## src/design/assert_macros.svh

```systemverilog
// assertion macros shared by the power sense qualifier modules
`ifndef ASSERT_MACROS_SVH
`define ASSERT_MACROS_SVH

// same-cycle implication, checked on clk and held off during reset
`define PSQ_ASSERT_NOW(label, ante, cons) \
	label: assert property (@(posedge clk) disable iff (!arst_n) (ante) |-> (cons)) \
		else $error("psq assertion failed");

// next-cycle implication, checked on clk and held off during reset
`define PSQ_ASSERT_NEXT(label, ante, cons) \
	label: assert property (@(posedge clk) disable iff (!arst_n) (ante) |=> (cons)) \
		else $error("psq assertion failed");

`endif

```

## src/design/psq_pkg.sv

```systemverilog
// shared types and constants of the power sense qualifier
package psq_pkg;

	localparam int SAMPLE_W   = 12;
	localparam int TIME_W     = 24;
	localparam int CONFIRM_W  = 4;
	localparam int CFG_IDX_W  = 3;
	localparam int CFG_DATA_W = 24;

	// configuration register indexes
	localparam logic [CFG_IDX_W-1:0] REG_THRESHOLD_HIGH = 3'd0;
	localparam logic [CFG_IDX_W-1:0] REG_THRESHOLD_LOW  = 3'd1;
	localparam logic [CFG_IDX_W-1:0] REG_CONFIRM_READS  = 3'd2;
	localparam logic [CFG_IDX_W-1:0] REG_COOLDOWN_MS    = 3'd3;
	localparam logic [CFG_IDX_W-1:0] REG_HEARTBEAT_MS   = 3'd4;

	// reset values of the configuration registers
	localparam logic [SAMPLE_W-1:0]  THRESHOLD_HIGH_RST = 12'd2500;
	localparam logic [SAMPLE_W-1:0]  THRESHOLD_LOW_RST  = 12'd1500;
	localparam logic [CONFIRM_W-1:0] CONFIRM_READS_RST  = 4'd2;
	localparam logic [TIME_W-1:0]    COOLDOWN_MS_RST    = 24'd5000;
	localparam logic [TIME_W-1:0]    HEARTBEAT_MS_RST   = 24'd300000;

	typedef enum logic [1:0] {
		REPORT_NONE      = 2'd0,
		REPORT_INITIAL   = 2'd1,
		REPORT_CHANGE    = 2'd2,
		REPORT_HEARTBEAT = 2'd3
	} report_t;

	// one beat leaving the averaging pipeline
	typedef struct packed {
		logic                tick;
		logic                done;
		logic [SAMPLE_W-1:0] average;
	} avg_beat_t;

endpackage

```

## src/design/psq_if.sv

```systemverilog
// stream interfaces of the power sense qualifier

interface psq_in_if;
	import psq_pkg::*;

	logic                valid;
	logic                ready;
	logic                kind;
	logic [SAMPLE_W-1:0] sample;

	modport source (output valid, output kind, output sample, input ready);
	modport sink (input valid, input kind, input sample, output ready);
endinterface

interface psq_out_if;
	import psq_pkg::*;

	logic                valid;
	logic                ready;
	logic                power_on;
	logic                status_known;
	logic [SAMPLE_W-1:0] average;
	logic                pending_change;
	logic [1:0]          report;

	modport source (output valid, output power_on, output status_known, output average,
		output pending_change, output report, input ready);
	modport sink (input valid, input power_on, input status_known, input average,
		input pending_change, input report, output ready);
endinterface

```

## src/design/psq_avg.sv

```systemverilog
// sample accumulator and reciprocal-multiply averaging pipeline
module psq_avg #(
	parameter int AVG_SAMPLES = 8
) (
	input  logic                clk,
	input  logic                arst_n,
	psq_in_if.sink              item,
	output logic                beat_valid,
	input  logic                beat_ready,
	output psq_pkg::avg_beat_t  beat
);
	import psq_pkg::*;

	`include "assert_macros.svh"

	localparam int IDX_W   = (AVG_SAMPLES > 1) ? $clog2(AVG_SAMPLES) : 1;
	localparam int SUM_W   = SAMPLE_W + IDX_W;
	localparam int RECIP_K = SUM_W + IDX_W;
	localparam int PROD_W  = SUM_W + RECIP_K + 1;
	// ceiling reciprocal, exact for every sum below 2**SUM_W
	localparam logic [RECIP_K:0] RECIP =
		(RECIP_K+1)'(((2 ** RECIP_K) + AVG_SAMPLES - 1) / AVG_SAMPLES);
	localparam logic [IDX_W-1:0] LAST_IDX = IDX_W'(AVG_SAMPLES - 1);

	logic [SUM_W-1:0]  sum_q;
	logic [IDX_W-1:0]  idx_q;
	logic [SUM_W-1:0]  sum_next;
	logic              last_sample;
	logic              accept;

	logic              v_s1;
	logic              tick_s1;
	logic              done_s1;
	logic [SUM_W-1:0]  gsum_s1;
	logic              v_s2;
	avg_beat_t         beat_s2;

	logic              rdy_s1;
	logic              rdy_s2;
	logic [PROD_W-1:0] prod;

	assign rdy_s2     = !v_s2 || beat_ready;
	assign rdy_s1     = !v_s1 || rdy_s2;
	assign item.ready = rdy_s1;
	assign accept     = item.valid && rdy_s1;

	assign sum_next    = sum_q + SUM_W'(item.sample);
	assign last_sample = (idx_q == LAST_IDX);

	// accumulate on an accepted sample (not a tick), hand the full group sum to stage 1
	always_ff @(posedge clk or negedge arst_n) begin
		if (!arst_n) begin
			sum_q <= '0;
			idx_q <= '0;
		end else if (accept && !item.kind) begin
			if (last_sample) begin
				sum_q <= '0;
				idx_q <= '0;
			end else begin
				sum_q <= sum_next;
				idx_q <= idx_q + 1'b1;
			end
		end
	end

	always_ff @(posedge clk or negedge arst_n) begin
		if (!arst_n) begin
			v_s1 <= 1'b0;
		end else if (rdy_s1) begin
			v_s1 <= item.valid;
		end
	end

	always_ff @(posedge clk) begin
		if (accept) begin
			tick_s1 <= item.kind;
			done_s1 <= !item.kind && last_sample;
			gsum_s1 <= sum_next;
		end
	end

	assign prod = {{(RECIP_K+1){1'b0}}, gsum_s1} * {{SUM_W{1'b0}}, RECIP};

	always_ff @(posedge clk or negedge arst_n) begin
		if (!arst_n) begin
			v_s2 <= 1'b0;
		end else if (rdy_s2) begin
			v_s2 <= v_s1;
		end
	end

	always_ff @(posedge clk) begin
		if (rdy_s2 && v_s1) begin
			beat_s2.tick    <= tick_s1;
			beat_s2.done    <= done_s1;
			beat_s2.average <= prod[RECIP_K +: SAMPLE_W];
		end
	end

	assign beat_valid = v_s2;
	assign beat       = beat_s2;

	`PSQ_ASSERT_NOW(a_idx_range, 1'b1, idx_q <= LAST_IDX)
	`PSQ_ASSERT_NEXT(a_group_clears, accept && !item.kind && last_sample, sum_q == '0)
	`PSQ_ASSERT_NEXT(a_s2_holds, v_s2 && !beat_ready, v_s2 && $stable(beat_s2))
	`PSQ_ASSERT_NOW(a_tick_no_done, v_s1 && tick_s1, !done_s1)

endmodule

```

## src/design/power_sense_qualifier.sv

```systemverilog
// power sense qualifier: averaging, hysteresis, confirm debounce, cooldown and heartbeat
// the accumulate, multiply and qualify registers lie between an accepted beat and its result beat
// throughput: one beat per cycle while result.ready holds; the status state updates once per result in a single pass
// the averaging divide is a constant reciprocal multiply with its own pipeline stage
// reset (arst_n, async, active low) loads the default config and clears all status state
module power_sense_qualifier #(
	parameter int AVG_SAMPLES = 8
) (
	input  logic                              clk,
	input  logic                              arst_n,
	psq_in_if.sink                            item,
	psq_out_if.source                         result,
	input  logic                              cfg_we,
	input  logic [psq_pkg::CFG_IDX_W-1:0]     cfg_idx,
	input  logic [psq_pkg::CFG_DATA_W-1:0]    cfg_data
);
	import psq_pkg::*;

	`include "assert_macros.svh"

	localparam logic [TIME_W-1:0]    TIME_MAX    = '1;
	localparam logic [CONFIRM_W-1:0] CONFIRM_MAX = '1;

	// configuration registers
	logic [SAMPLE_W-1:0]  thr_high_q;
	logic [SAMPLE_W-1:0]  thr_low_q;
	logic [CONFIRM_W-1:0] confirm_q;
	logic [TIME_W-1:0]    cooldown_q;
	logic [TIME_W-1:0]    heartbeat_q;

	// qualifier state, which doubles as the result register
	logic                 out_valid_q;
	logic                 known_q;
	logic                 status_q;
	logic                 pend_valid_q;
	logic                 pend_value_q;
	logic [CONFIRM_W-1:0] cnt_q;
	logic [SAMPLE_W-1:0]  last_avg_q;
	logic [TIME_W-1:0]    ms_rep_q;
	logic [TIME_W-1:0]    ms_hb_q;
	report_t              report_q;

	// next-state values
	logic                 known_d;
	logic                 status_d;
	logic                 pend_valid_d;
	logic                 pend_value_d;
	logic [CONFIRM_W-1:0] cnt_d;
	logic [SAMPLE_W-1:0]  last_avg_d;
	logic [TIME_W-1:0]    ms_rep_d;
	logic [TIME_W-1:0]    ms_hb_d;
	report_t              report_d;

	logic                 resolved;
	logic [CONFIRM_W-1:0] cnt_new;
	logic [TIME_W-1:0]    ms_rep_inc;
	logic [TIME_W-1:0]    ms_hb_inc;

	// averaging pipeline hand-off
	logic                 beat_valid;
	logic                 beat_ready;
	avg_beat_t            beat;
	logic                 load;

	psq_avg #(
		.AVG_SAMPLES (AVG_SAMPLES)
	) u_avg (
		.clk        (clk),
		.arst_n     (arst_n),
		.item       (item),
		.beat_valid (beat_valid),
		.beat_ready (beat_ready),
		.beat       (beat)
	);

	// config writes are to land only while idle, so no hazard with in-flight beats; the block does not enforce it
	always_ff @(posedge clk or negedge arst_n) begin
		if (!arst_n) begin
			thr_high_q  <= THRESHOLD_HIGH_RST;
			thr_low_q   <= THRESHOLD_LOW_RST;
			confirm_q   <= CONFIRM_READS_RST;
			cooldown_q  <= COOLDOWN_MS_RST;
			heartbeat_q <= HEARTBEAT_MS_RST;
		end else if (cfg_we) begin
			case (cfg_idx)
				REG_THRESHOLD_HIGH: thr_high_q  <= cfg_data[SAMPLE_W-1:0];
				REG_THRESHOLD_LOW:  thr_low_q   <= cfg_data[SAMPLE_W-1:0];
				REG_CONFIRM_READS:  confirm_q   <= cfg_data[CONFIRM_W-1:0];
				REG_COOLDOWN_MS:    cooldown_q  <= cfg_data[TIME_W-1:0];
				REG_HEARTBEAT_MS:   heartbeat_q <= cfg_data[TIME_W-1:0];
				default: ;
			endcase
		end
	end

	// output register frees up when empty or when its beat is taken
	assign beat_ready = !out_valid_q || result.ready;
	assign load       = beat_valid && beat_ready;

	// saturating elapsed-time counters
	assign ms_rep_inc = (ms_rep_q == TIME_MAX) ? TIME_MAX : ms_rep_q + 1'b1;
	assign ms_hb_inc  = (ms_hb_q == TIME_MAX) ? TIME_MAX : ms_hb_q + 1'b1;

	// hysteresis: high compare first so on wins on overlapping thresholds
	always_comb begin
		if (beat.average >= thr_high_q) begin
			resolved = 1'b1;
		end else if (beat.average <= thr_low_q) begin
			resolved = 1'b0;
		end else begin
			resolved = known_q ? status_q : 1'b1;
		end
	end

	// repeat count toward confirmation, restarts on a new differing value
	assign cnt_new = (pend_valid_q && pend_value_q == resolved)
		? ((cnt_q == CONFIRM_MAX) ? cnt_q : cnt_q + 1'b1)
		: CONFIRM_W'(1);

	always_comb begin
		known_d      = known_q;
		status_d     = status_q;
		pend_valid_d = pend_valid_q;
		pend_value_d = pend_value_q;
		cnt_d        = cnt_q;
		last_avg_d   = last_avg_q;
		ms_rep_d     = ms_rep_q;
		ms_hb_d      = ms_hb_q;
		report_d     = REPORT_NONE;
		if (beat.tick) begin
			ms_rep_d = ms_rep_inc;
			ms_hb_d  = ms_hb_inc;
			// no heartbeat until the status is known
			if (known_q && ms_hb_inc >= heartbeat_q) begin
				ms_rep_d = '0;
				ms_hb_d  = '0;
				report_d = REPORT_HEARTBEAT;
			end
		end else if (beat.done) begin
			last_avg_d = beat.average;
			if (!known_q) begin
				// first average sets the status outright
				status_d     = resolved;
				known_d      = 1'b1;
				pend_valid_d = 1'b0;
				pend_value_d = 1'b0;
				cnt_d        = '0;
				ms_rep_d     = '0;
				ms_hb_d      = '0;
				report_d     = REPORT_INITIAL;
			end else if (resolved == status_q) begin
				pend_valid_d = 1'b0;
				pend_value_d = 1'b0;
				cnt_d        = '0;
			end else if (cnt_new >= confirm_q) begin
				// confirmed; reported only once the cooldown has run out
				status_d     = resolved;
				pend_valid_d = 1'b0;
				pend_value_d = 1'b0;
				cnt_d        = '0;
				if (ms_rep_q >= cooldown_q) begin
					ms_rep_d = '0;
					report_d = REPORT_CHANGE;
				end
			end else begin
				pend_valid_d = 1'b1;
				pend_value_d = resolved;
				cnt_d        = cnt_new;
			end
		end
	end

	always_ff @(posedge clk or negedge arst_n) begin
		if (!arst_n) begin
			out_valid_q  <= 1'b0;
			known_q      <= 1'b0;
			status_q     <= 1'b0;
			pend_valid_q <= 1'b0;
			pend_value_q <= 1'b0;
			cnt_q        <= '0;
			last_avg_q   <= '0;
			ms_rep_q     <= '0;
			ms_hb_q      <= '0;
			report_q     <= REPORT_NONE;
		end else begin
			if (beat_ready) begin
				out_valid_q <= beat_valid;
			end
			if (load) begin
				known_q      <= known_d;
				status_q     <= status_d;
				pend_valid_q <= pend_valid_d;
				pend_value_q <= pend_value_d;
				cnt_q        <= cnt_d;
				last_avg_q   <= last_avg_d;
				ms_rep_q     <= ms_rep_d;
				ms_hb_q      <= ms_hb_d;
				report_q     <= report_d;
			end
		end
	end

	// result beat comes straight from the state registers
	assign result.valid          = out_valid_q;
	assign result.power_on       = known_q && status_q;
	assign result.status_known   = known_q;
	assign result.average        = last_avg_q;
	assign result.pending_change = pend_valid_q;
	assign result.report         = report_q;

	`PSQ_ASSERT_NOW(a_pend_needs_known, pend_valid_q, known_q)
	`PSQ_ASSERT_NOW(a_pend_count, 1'b1, pend_valid_q == (cnt_q != '0))
	`PSQ_ASSERT_NEXT(a_hb_clears, load && report_d == REPORT_HEARTBEAT,
		ms_hb_q == '0 && ms_rep_q == '0)
	`PSQ_ASSERT_NEXT(a_stall_holds, out_valid_q && !result.ready,
		out_valid_q && $stable(report_q) && $stable(last_avg_q))

endmodule
```

## src/flat_wrapper.sv

```systemverilog
// flat-port wrapper written by rule: the top's interface ports become plain ports
module power_sense_qualifier_flat import psq_pkg::*;
#(
	parameter int AVG_SAMPLES = 8
)
  (clk, arst_n, cfg_we, cfg_idx, cfg_data, item_valid, item_kind, item_sample, item_ready, result_valid, result_power_on, result_status_known, result_average, result_pending_change, result_report, result_ready);
  psq_in_if item_i ();
  psq_out_if result_i ();
  input  logic clk;
  input  logic arst_n;
  input  logic cfg_we;
  input  logic [psq_pkg::CFG_IDX_W-1:0] cfg_idx;
  input  logic [psq_pkg::CFG_DATA_W-1:0] cfg_data;
  input wire logic [$bits(item_i.valid)-1:0] item_valid;
  input wire logic [$bits(item_i.kind)-1:0] item_kind;
  input wire logic [$bits(item_i.sample)-1:0] item_sample;
  output wire logic [$bits(item_i.ready)-1:0] item_ready;
  output wire logic [$bits(result_i.valid)-1:0] result_valid;
  output wire logic [$bits(result_i.power_on)-1:0] result_power_on;
  output wire logic [$bits(result_i.status_known)-1:0] result_status_known;
  output wire logic [$bits(result_i.average)-1:0] result_average;
  output wire logic [$bits(result_i.pending_change)-1:0] result_pending_change;
  output wire logic [$bits(result_i.report)-1:0] result_report;
  input wire logic [$bits(result_i.ready)-1:0] result_ready;
  assign item_i.valid = item_valid;
  assign item_i.kind = item_kind;
  assign item_i.sample = item_sample;
  assign item_ready = item_i.ready;
  assign result_valid = result_i.valid;
  assign result_power_on = result_i.power_on;
  assign result_status_known = result_i.status_known;
  assign result_average = result_i.average;
  assign result_pending_change = result_i.pending_change;
  assign result_report = result_i.report;
  assign result_i.ready = result_ready;
  power_sense_qualifier #(.AVG_SAMPLES(AVG_SAMPLES)) u_core (.clk(clk), .arst_n(arst_n), .item(item_i), .result(result_i), .cfg_we(cfg_we), .cfg_idx(cfg_idx), .cfg_data(cfg_data));
endmodule
```

## config.mk

```make
export PLATFORM = sky130hd
export DESIGN_NAME = power_sense_qualifier_flat
export DESIGN_NICKNAME = d
export VERILOG_FILES = /design/src/design/psq_pkg.sv /design/src/design/psq_if.sv /design/src/design/psq_avg.sv /design/src/design/power_sense_qualifier.sv /design/src/flat_wrapper.sv
export VERILOG_INCLUDE_DIRS = /design/src /design/src/design
export SDC_FILE = /design/constraint.sdc
export NUM_CORES = 1
export LEC_CHECK = 0
export BUFFER_PORTS_ARGS = -buffer_cell sky130_fd_sc_hd__clkbuf_2
export CORE_UTILIZATION = 30
export CTS_CLUSTER_SIZE = 12
export DETAILED_ROUTE_END_ITERATION = 10
export HOLD_SLACK_MARGIN = 0.02
export PLACE_DENSITY = 0.42
export SYNTH_ARGS = -nofsm -noshare
export SYNTH_HDL_FRONTEND = slang
export SYNTH_SLANG_ARGS = --single-unit
export TNS_END_PERCENT = 30
```

## constraint.sdc

```tcl
create_clock -name clk -period 4.5 [get_ports clk]
set_clock_uncertainty 0.1 [all_clocks]
set_input_delay 0.45 -clock clk [delete_from_list [all_inputs] [get_ports clk]]
set_output_delay 0.45 -clock clk [all_outputs]
set_load 0.005 [all_outputs]
```

==> impl_metrics.py, run 1 <==
metrics = {
    "run_status": {
        "outcome": "complete, no violations",
    },
    "floorplan": {
        "ios": 64,
        "floorplan.core_area_um2": 35900,
        "initial_core_utilization": 0.307,
        "rows": 69,
        "dieArea_um2": 37600,
        "die_h_um": 194,
        "fp.dieW_um": 194,
    },
    "yosys": {
        "synthesis.instances": 1127,
        "synthesis.area_um2": 11000,
        "syn-mean-instance-area_um2": 9.80,
        "portion_of_netlist_area_occupied_by_mux_cells": 0.0296,
        "synth.yosys.warnings": 0,
        "synth_seq_cells": 195,
        "post_synth_and_or_nand_nor_area_fraction": 0.143,
        "post_synth_num_cell_types": 71,
        "synth_top_family_by_area": "compound AO/OA/AOI/OAI gates",
        "synthesis.nets": 1266,
        "postSynth.topFlopCell": "sky130_fd_sc_hd__dfrtp_1",
        "synth_fa_ha_area_frac": 0.107,
        "synth-async-reset-ratio": 0.856,
        "xor_xnor_share_of_the_synthesized_area": 0.0246,
        "synth_enable_flop_cells": 28,
        "synth_compound_gate_area_share": 0.188,
        "sequential_element_share_of_the_synthesized_area": 0.458,
    },
    "placement": {
        "post-dp-hpwl_um": 20500,
        "io_buffer_count": 63,
        "pre_cts_ws_ns": 0.0941,
        "gp_routability_congestion": 0.796,
    },
    "global_route": {
        "maximum_number_of_pins_on_one_net_before_global_route_repair": 84,
        "globalRouteOverflowTotal": 0,
        "number_of_antenna_violations_at_the_first_check_in_global_routing": 0,
        "track_usage": 0.158,
        "first_global_vias": 8325,
        "global_route_wire_length_before_repair_um": 46500,
    },
    "power": {
        "power_switching_share": 0.335,
        "sequentialPowerShare": 0.431,
        "power.switching_mw": 1.94,
        "peakVddDrop_uv": 280,
        "power.share.combinational": 0.286,
        "clkPwrFrac": 0.283,
        "cellPowerDensity_nw_per_um2": 454,
        "power.internal_mw": 3.85,
        "leakagePower_nw": 5.87,
    },
    "layout": {
        "finalNetCount": 1336,
        "flow.area_growth_from_synthesis_pct": 15.5,
        "diodes": 0,
        "mostFrequentLayoutCell": "sky130_fd_sc_hd__nand2_1",
        "top_library_cells_by_usage_in_the_layout_fill_and_taps_aside": "sky130_fd_sc_hd__nand2_1 (143), sky130_fd_sc_hd__dfrtp_1 (141), sky130_fd_sc_hd__o21ai_0 (106)",
        "drive_above_1_share": 0.174,
    },
    "drt": {
        "drc_viols": 0,
        "wl_per_cell_um": 17.0,
        "drtIter0Drc": 459,
        "detail_route.wirelength_um": 28500,
        "routed-via-count": 8259,
        "ant_nets": 0,
        "avgViaCountPerCell": 4.94,
        "firstDrtPassIters": 4,
    },
    "timing": {
        "setup_viol_count_final": 0,
        "setup_slack_ns": 0.295,
        "rsz0062_at_grt": "true",
        "layout_worst_path_cycle_share": 0.935,
        "setup_total_negative_slack_ns": 0,
        "period_minus_slack_ns": 4.21,
        "finalHoldWorstSlack_ns": 0.0956,
        "slew_headroom": 0.301,
        "slew_violations": 0,
        "timing_hold_violations_final": 0,
        "fmax_ghz": 0.238,
        "worst-slew-pin-transition_ns": 1.04,
    },
    "cts": {
        "cts.sinks": 195,
        "clk_pin_slew_worst_paths_ns": 0.08,
        "clock_tree_from_tritoncts": "done",
        "cts-buffers-inserted": 17,
        "clock_tree.htree_level_count": 4,
        "clockRootBuffer": "sky130_fd_sc_hd__clkbuf_16",
        "clock_tree.buffer_depth": 2,
        "worstSkewPairLatency_ns": 0.46,
    },
    "critical_path": {
        "setup.worst_path.end_class": "flip-flop",
        "path_cells": "ha_1, a211oi_2, o21bai_2, a2111oi_4, a21oi_2, or3_1, and2_1, nor3_2, ha_1, nand2b_1, a21o_1, a21o_1, a21oi_2, a311oi_2, nand3_2, buf_12, a21oi_1, o221a_2",
        "setup.worst_path.class": "reg -> reg",
        "critPathLaunch": "u_core.u_avg.beat[9]$_DFFE_PP_",
        "rr_startpoint": "u_core.u_avg.beat[9]$_DFFE_PP_",
        "path_delay_family": "compound AO/OA/AOI/OAI gates",
        "cp_max_fo": 10,
        "critical_path_required_ns": 4.75,
        "cpPeakStageDelay_ns": 0.40,
        "crit_arrival_ns": 4.46,
        "timing.critical_path.slowest_stage_cell": "sky130_fd_sc_hd__edfxtp_1",
        "critPathBufInv": 1,
        "critPathLaunchType": "flip-flop",
    },
    "flow_run": {
        "maxCapViolations": 0,
    },
    "hold_path": {
        "hp-class": "in -> reg",
        "hold_start": "item_valid",
    },
}
[power groups by stage]
stage	logic (mW)	registers, mW	clock network, mW
after floorplan	1.18	2.46	0
after global placement	1.66	2.53	0
after detailed placement	1.66	2.53	0
after CTS	1.67	2.50	1.71
after global routing	1.92	2.55	1.76
final	1.66	2.50	1.64
[sequential cells by signal (all words and copies together) (netlist names), 2 cells and up]
signal / count
u_core.cooldown_q: 24
u_core.heartbeat_q: 24
u_core.ms_hb_q: 24
u_core.ms_rep_q: 24
u_core.u_avg.sum_q: 15
u_core.u_avg.beat: 14
u_core.result.average: 12
u_core.thr_high_q: 12
u_core.thr_low_q: 12
u_core.u_avg.gsum_s1: 12
u_core.cnt_q: 4
u_core.confirm_q: 4
u_core.u_avg.idx_q: 3
u_core.result.report: 2
[cell type report]
cell class / count / area [µm²]
flip-flops and latches: 195 / 5050
repair buffers: 98 / 654
fillers: 3691 / 23200
clock buffers: 17 / 425
multi-input cells: 794 / 5520
clock inverters: 15 / 186
well taps: 461 / 577
inverters: 91 / 342
[through the flow]
step	util	total power [mW]	std cells	instance area, µm²
after floorplan	-	3.64	1127	11000
after global placement	0.336	4.18	1635	12100
after detailed placement	0.336	4.19	1635	12100
after CTS	0.353	5.88	1668	12700
after global routing	0.355	6.23	1671	12800
final	0.355	5.80	1671	12800
[Yosys cell counts, types with 7 or more instances]
cell type,instances,share of area
sky130_fd_sc_hd__mux2_2,29,0.030
sky130_fd_sc_hd__a211oi_1,7,0.0048
sky130_fd_sc_hd__nor2_1,39,0.013
sky130_fd_sc_hd__nand3_1,26,0.012
sky130_fd_sc_hd__o21ai_0,109,0.049
sky130_fd_sc_hd__and4_1,10,0.0079
sky130_fd_sc_hd__inv_1,91,0.031
sky130_fd_sc_hd__nand4_1,14,0.0079
sky130_fd_sc_hd__edfxtp_1,28,0.076
sky130_fd_sc_hd__ha_1,93,0.11
sky130_fd_sc_hd__and2_1,12,0.0068
sky130_fd_sc_hd__o22a_1,19,0.015
sky130_fd_sc_hd__xor2_1,8,0.0063
sky130_fd_sc_hd__a22o_1,33,0.026
sky130_fd_sc_hd__xnor2_1,23,0.018
sky130_fd_sc_hd__and3_1,23,0.013
sky130_fd_sc_hd__nand2b_1,13,0.0074
sky130_fd_sc_hd__buf_2,7,0.0032
sky130_fd_sc_hd__a21o_1,18,0.012
sky130_fd_sc_hd__nand2_1,143,0.049
sky130_fd_sc_hd__dfrtp_1,141,0.32
sky130_fd_sc_hd__a31oi_1,17,0.0096
sky130_fd_sc_hd__nor3_1,12,0.0054
sky130_fd_sc_hd__nor2b_1,11,0.0062
sky130_fd_sc_hd__a21oi_1,59,0.027
sky130_fd_sc_hd__clkbuf_1,36,0.012
sky130_fd_sc_hd__dfstp_2,26,0.062
sky130_fd_sc_hd__o21a_1,7,0.0048
[cell families after synthesis]
kind of cell / after synthesis
AO/OA/AOI/OAI: 315
XOR/XNOR: 31
adder cells (fa/ha/maj): 94
buffers and inverters: 138
flip-flops: 195
multiplexers: 29
AND/OR/NAND/NOR: 325
[worst register-to-register path, cell delays in order (launching register included)]
cell and delay [ns]:
sky130_fd_sc_hd__edfxtp_1 0.40, sky130_fd_sc_hd__ha_1 0.34, sky130_fd_sc_hd__a211oi_2 0.26, sky130_fd_sc_hd__o21bai_2 0.13, sky130_fd_sc_hd__a2111oi_4 0.34, sky130_fd_sc_hd__a21oi_2 0.13
sky130_fd_sc_hd__or3_1 0.34, sky130_fd_sc_hd__and2_1 0.21, sky130_fd_sc_hd__nor3_2 0.16, sky130_fd_sc_hd__ha_1 0.24, sky130_fd_sc_hd__nand2b_1 0.14, sky130_fd_sc_hd__a21o_1 0.17
sky130_fd_sc_hd__a21o_1 0.18, sky130_fd_sc_hd__a21oi_2 0.18, sky130_fd_sc_hd__a311oi_2 0.08, sky130_fd_sc_hd__nand3_2 0.18, sky130_fd_sc_hd__buf_12 0.15, sky130_fd_sc_hd__a21oi_1 0.09
sky130_fd_sc_hd__o221a_2 0.30
[final timing paths]
path | to | slack, ns | cells after the start
min in group asynchronous | u_core.u_avg.sum_q[10]$_DFFE_PN0P_ | 0.50 | 2
min | u_core.u_avg.v_s1$_DFFE_PN0N_ | 0.1 | 2
max in group asynchronous | u_core.thr_high_q[11]$_DFFE_PN1P_ | 2.86 | 3
max | u_core.ms_rep_q[8]$_DFFE_PN0P_ | 0.29 | 18
max reg2reg | u_core.ms_rep_q[8]$_DFFE_PN0P_ | 0.29 | 18
min reg2reg | u_core.u_avg.beat[0]$_DFFE_PP_ | 0.32 | 0
[per-layer routing]
layer,vias up,track usage,share of wire
met5,-,0,0
met3,26,0.0268,0.022
met2,80,0.249,0.45
li1,4185,-,-
met1,3968,0.224,0.51
met4,0,0.0394,0.012
[repair_timing]
| action | CTS | global route |
|---|---|---|
| setup buffers | 0 | 2 |
| endpoints found under the hold margin | 31 | 0 |
| setup endpoints to repair | 0 | 51 |
| resized for setup | 0 | 10 |
| hold buffers | 1 | 0 |
Power figures use the tool's default switching activity.
==> run 2, diff against run 1 <==
- BUFFER_PORTS_ARGS: -buffer_cell sky130_fd_sc_hd__clkbuf_2 -> unset
- DONT_BUFFER_PORTS: unset -> 1
- HOLD_SLACK_MARGIN: 0.02 -> unset
- PLACE_DENSITY: 0.42 -> 0.41
==> impl_metrics.py, run 2 (synthesis results as in run 1) <==
metrics = {
    "run_status": {
        "outcome": "complete, no violations",
    },
    "placement": {
        "post-place-cells": 1569,
        "pre_cts_ws_ns": 0.0929,
        "place_area_um2": 11700,
        "post-dp-hpwl_um": 20200,
        "gp_routability_congestion": 0.791,
        "io_buffer_count": 0,
    },
    "layout": {
        "drive_above_1_share": 0.121,
        "instances_no_fill": 1622,
        "finalNetCount": 1287,
        "top_library_cells_by_usage_in_the_layout_fill_and_taps_aside": "sky130_fd_sc_hd__nand2_1 (143), sky130_fd_sc_hd__dfrtp_1 (141), sky130_fd_sc_hd__o21ai_0 (106)",
        "mostFrequentLayoutCell": "sky130_fd_sc_hd__nand2_1",
        "flow.area_growth_from_synthesis_pct": 13.3,
        "diodes": 0,
        "finalInstanceArea_um2": 12500,
        "fillCellCount": 3678,
    },
    "power": {
        "power_switching_share": 0.340,
        "leakagePower_nw": 5.63,
        "peakVddDrop_uv": 284,
        "power.share.combinational": 0.283,
        "power.internal_mw": 3.70,
        "cellPowerDensity_nw_per_um2": 448,
        "sequentialPowerShare": 0.449,
        "power.total_mw": 5.61,
        "power.switching_mw": 1.91,
        "clkPwrFrac": 0.269,
    },
    "global_route": {
        "globalRouteOverflowTotal": 0,
        "number_of_antenna_violations_at_the_first_check_in_global_routing": 0,
        "global_route_wire_length_before_repair_um": 47700,
        "track_usage": 0.163,
        "first_global_vias": 8313,
        "maximum_number_of_pins_on_one_net_before_global_route_repair": 168,
    },
    "cts": {
        "clock_tree.buffer_depth": 2,
        "cts-buffers-inserted": 17,
        "clock_tree.htree_level_count": 4,
        "clockRootBuffer": "sky130_fd_sc_hd__clkbuf_16",
        "clock_tree_from_tritoncts": "done",
        "cts.sinks": 195,
        "clk_pin_slew_worst_paths_ns": 0.08,
        "worstSkewPairLatency_ns": 0.46,
    },
    "drt": {
        "drtIter0Drc": 481,
        "firstDrtPassIters": 4,
        "routed-via-count": 8078,
        "ant_nets": 0,
        "detail_route.wirelength_um": 29400,
        "avgViaCountPerCell": 4.98,
        "wl_per_cell_um": 18.1,
        "drc_viols": 0,
    },
    "timing": {
        "rsz0062_at_grt": "false",
        "fmax_ghz": 0.235,
        "setup_total_negative_slack_ns": 0,
        "slew_violations": 0,
        "worst-slew-pin-transition_ns": 1.06,
        "period_minus_slack_ns": 4.25,
        "setup_slack_ns": 0.253,
        "timing_hold_violations_final": 0,
        "layout_worst_path_cycle_share": 0.944,
        "slew_headroom": 0.283,
        "setup_viol_count_final": 0,
    },
    "critical_path": {
        "setup.worst_path.end_class": "flip-flop",
        "cp_max_fo": 20,
        "critPathLaunch": "u_core.thr_high_q[2]$_DFFE_PN1P_",
        "crit_arrival_ns": 4.49,
        "rr_startpoint": "u_core.thr_high_q[2]$_DFFE_PN1P_",
        "setup.worst_path.class": "reg -> reg",
        "critPathLaunchType": "flip-flop",
        "critical_path_required_ns": 4.74,
    },
    "floorplan": {
        "initial_core_utilization": 0.307,
        "fp.dieW_um": 194,
        "ios": 64,
        "rows": 69,
        "floorplan.core_area_um2": 35900,
        "dieArea_um2": 37600,
        "die_h_um": 194,
    },
    "hold_path": {
        "hp-class": "in -> reg",
        "hold_start": "cfg_data[10]",
    },
    "flow_run": {
        "maxCapViolations": 0,
    },
}
==> run 2: final timing paths <==
kind | to | slack [ns] | depth (start not counted)
min | u_core.thr_low_q[10]$_DFFE_PN1P_ | 0.02 | 2
min reg2reg | u_core.u_avg.beat[0]$_DFFE_PP_ | 0.31 | 0
max reg2reg | u_core.ms_rep_q[18]$_DFFE_PN0P_ | 0.25 | 19
min in group asynchronous | u_core.result.average[1]$_DFFE_PN0P_ | 0.63 | 2
max in group asynchronous | u_core.ms_hb_q[18]$_DFFE_PN0P_ | 3.05 | 2
max | u_core.ms_rep_q[18]$_DFFE_PN0P_ | 0.25 | 19
==> run 2: worst max-delay path: stages, from the launching register on <==
cell	delay, ns
sky130_fd_sc_hd__dfstp_2	0.52
sky130_fd_sc_hd__inv_1	0.05
sky130_fd_sc_hd__ha_1	0.28
sky130_fd_sc_hd__a211oi_1	0.22
sky130_fd_sc_hd__o21ai_0	0.13
sky130_fd_sc_hd__a21oi_1	0.23
sky130_fd_sc_hd__o21ai_1	0.13
sky130_fd_sc_hd__or3_1	0.38
sky130_fd_sc_hd__and2_1	0.20
sky130_fd_sc_hd__nor3_1	0.19
sky130_fd_sc_hd__ha_1	0.25
sky130_fd_sc_hd__nand2b_1	0.14
sky130_fd_sc_hd__a21o_1	0.17
sky130_fd_sc_hd__a21o_1	0.18
sky130_fd_sc_hd__a21oi_2	0.18
sky130_fd_sc_hd__a311oi_2	0.09
sky130_fd_sc_hd__nand3_2	0.14
sky130_fd_sc_hd__buf_12	0.16
sky130_fd_sc_hd__a21boi_1	0.09
sky130_fd_sc_hd__o221a_2	0.29
==> run 2: power by group through the flow <==
stage	Sequential, mW	Clock [mW]	Combinational, mW
finish	2.52	1.51	1.59
global route	2.57	1.63	1.84
global placement	2.55	0	1.51
CTS	2.52	1.56	1.59
detailed placement	2.55	0	1.53
floorplan	2.46	0	1.18
==> run 2: area by class of cell <==
type	instances	area, µm²	area share
well taps	461	577	0.0461
repair buffers	49	473	0.0378
inverters	91	342	0.0273
multi-input cells	794	5510	0.440
clock inverters	14	123	0.00980
flip-flops and latches	195	5050	0.404
clock buffers	18	439	0.0351
==> run 2: timing repair <==
action | CTS | global route
hold buffers | 20 | 0
setup endpoints to repair | 0 | 49
endpoints found under the hold margin | 199 | 0
buffers inserted | 0 | 1
gates resized for setup | 0 | 7
==> run 2: metrics by stage <==
| stage | util | hold slack (ns) |
|---|---|---|
| 5_1_grt | 0.349 | 0.00435 |
| 3_3_place_gp | 0.326 | 0.0657 |
| 4_1_cts | 0.348 | 0.000375 |
| 6_report | 0.349 | 0.0163 |
| 3_5_place_dp | 0.326 | 0.0659 |
| 2_1_floorplan | - | 0.0544 |
==> run 2: metal layers <==
layer / GRT usage / part of all wire
met5: 0 / 0
met4: 0.0379 / 0.011
met3: 0.0329 / 0.026
met2: 0.257 / 0.46
met1: 0.228 / 0.51
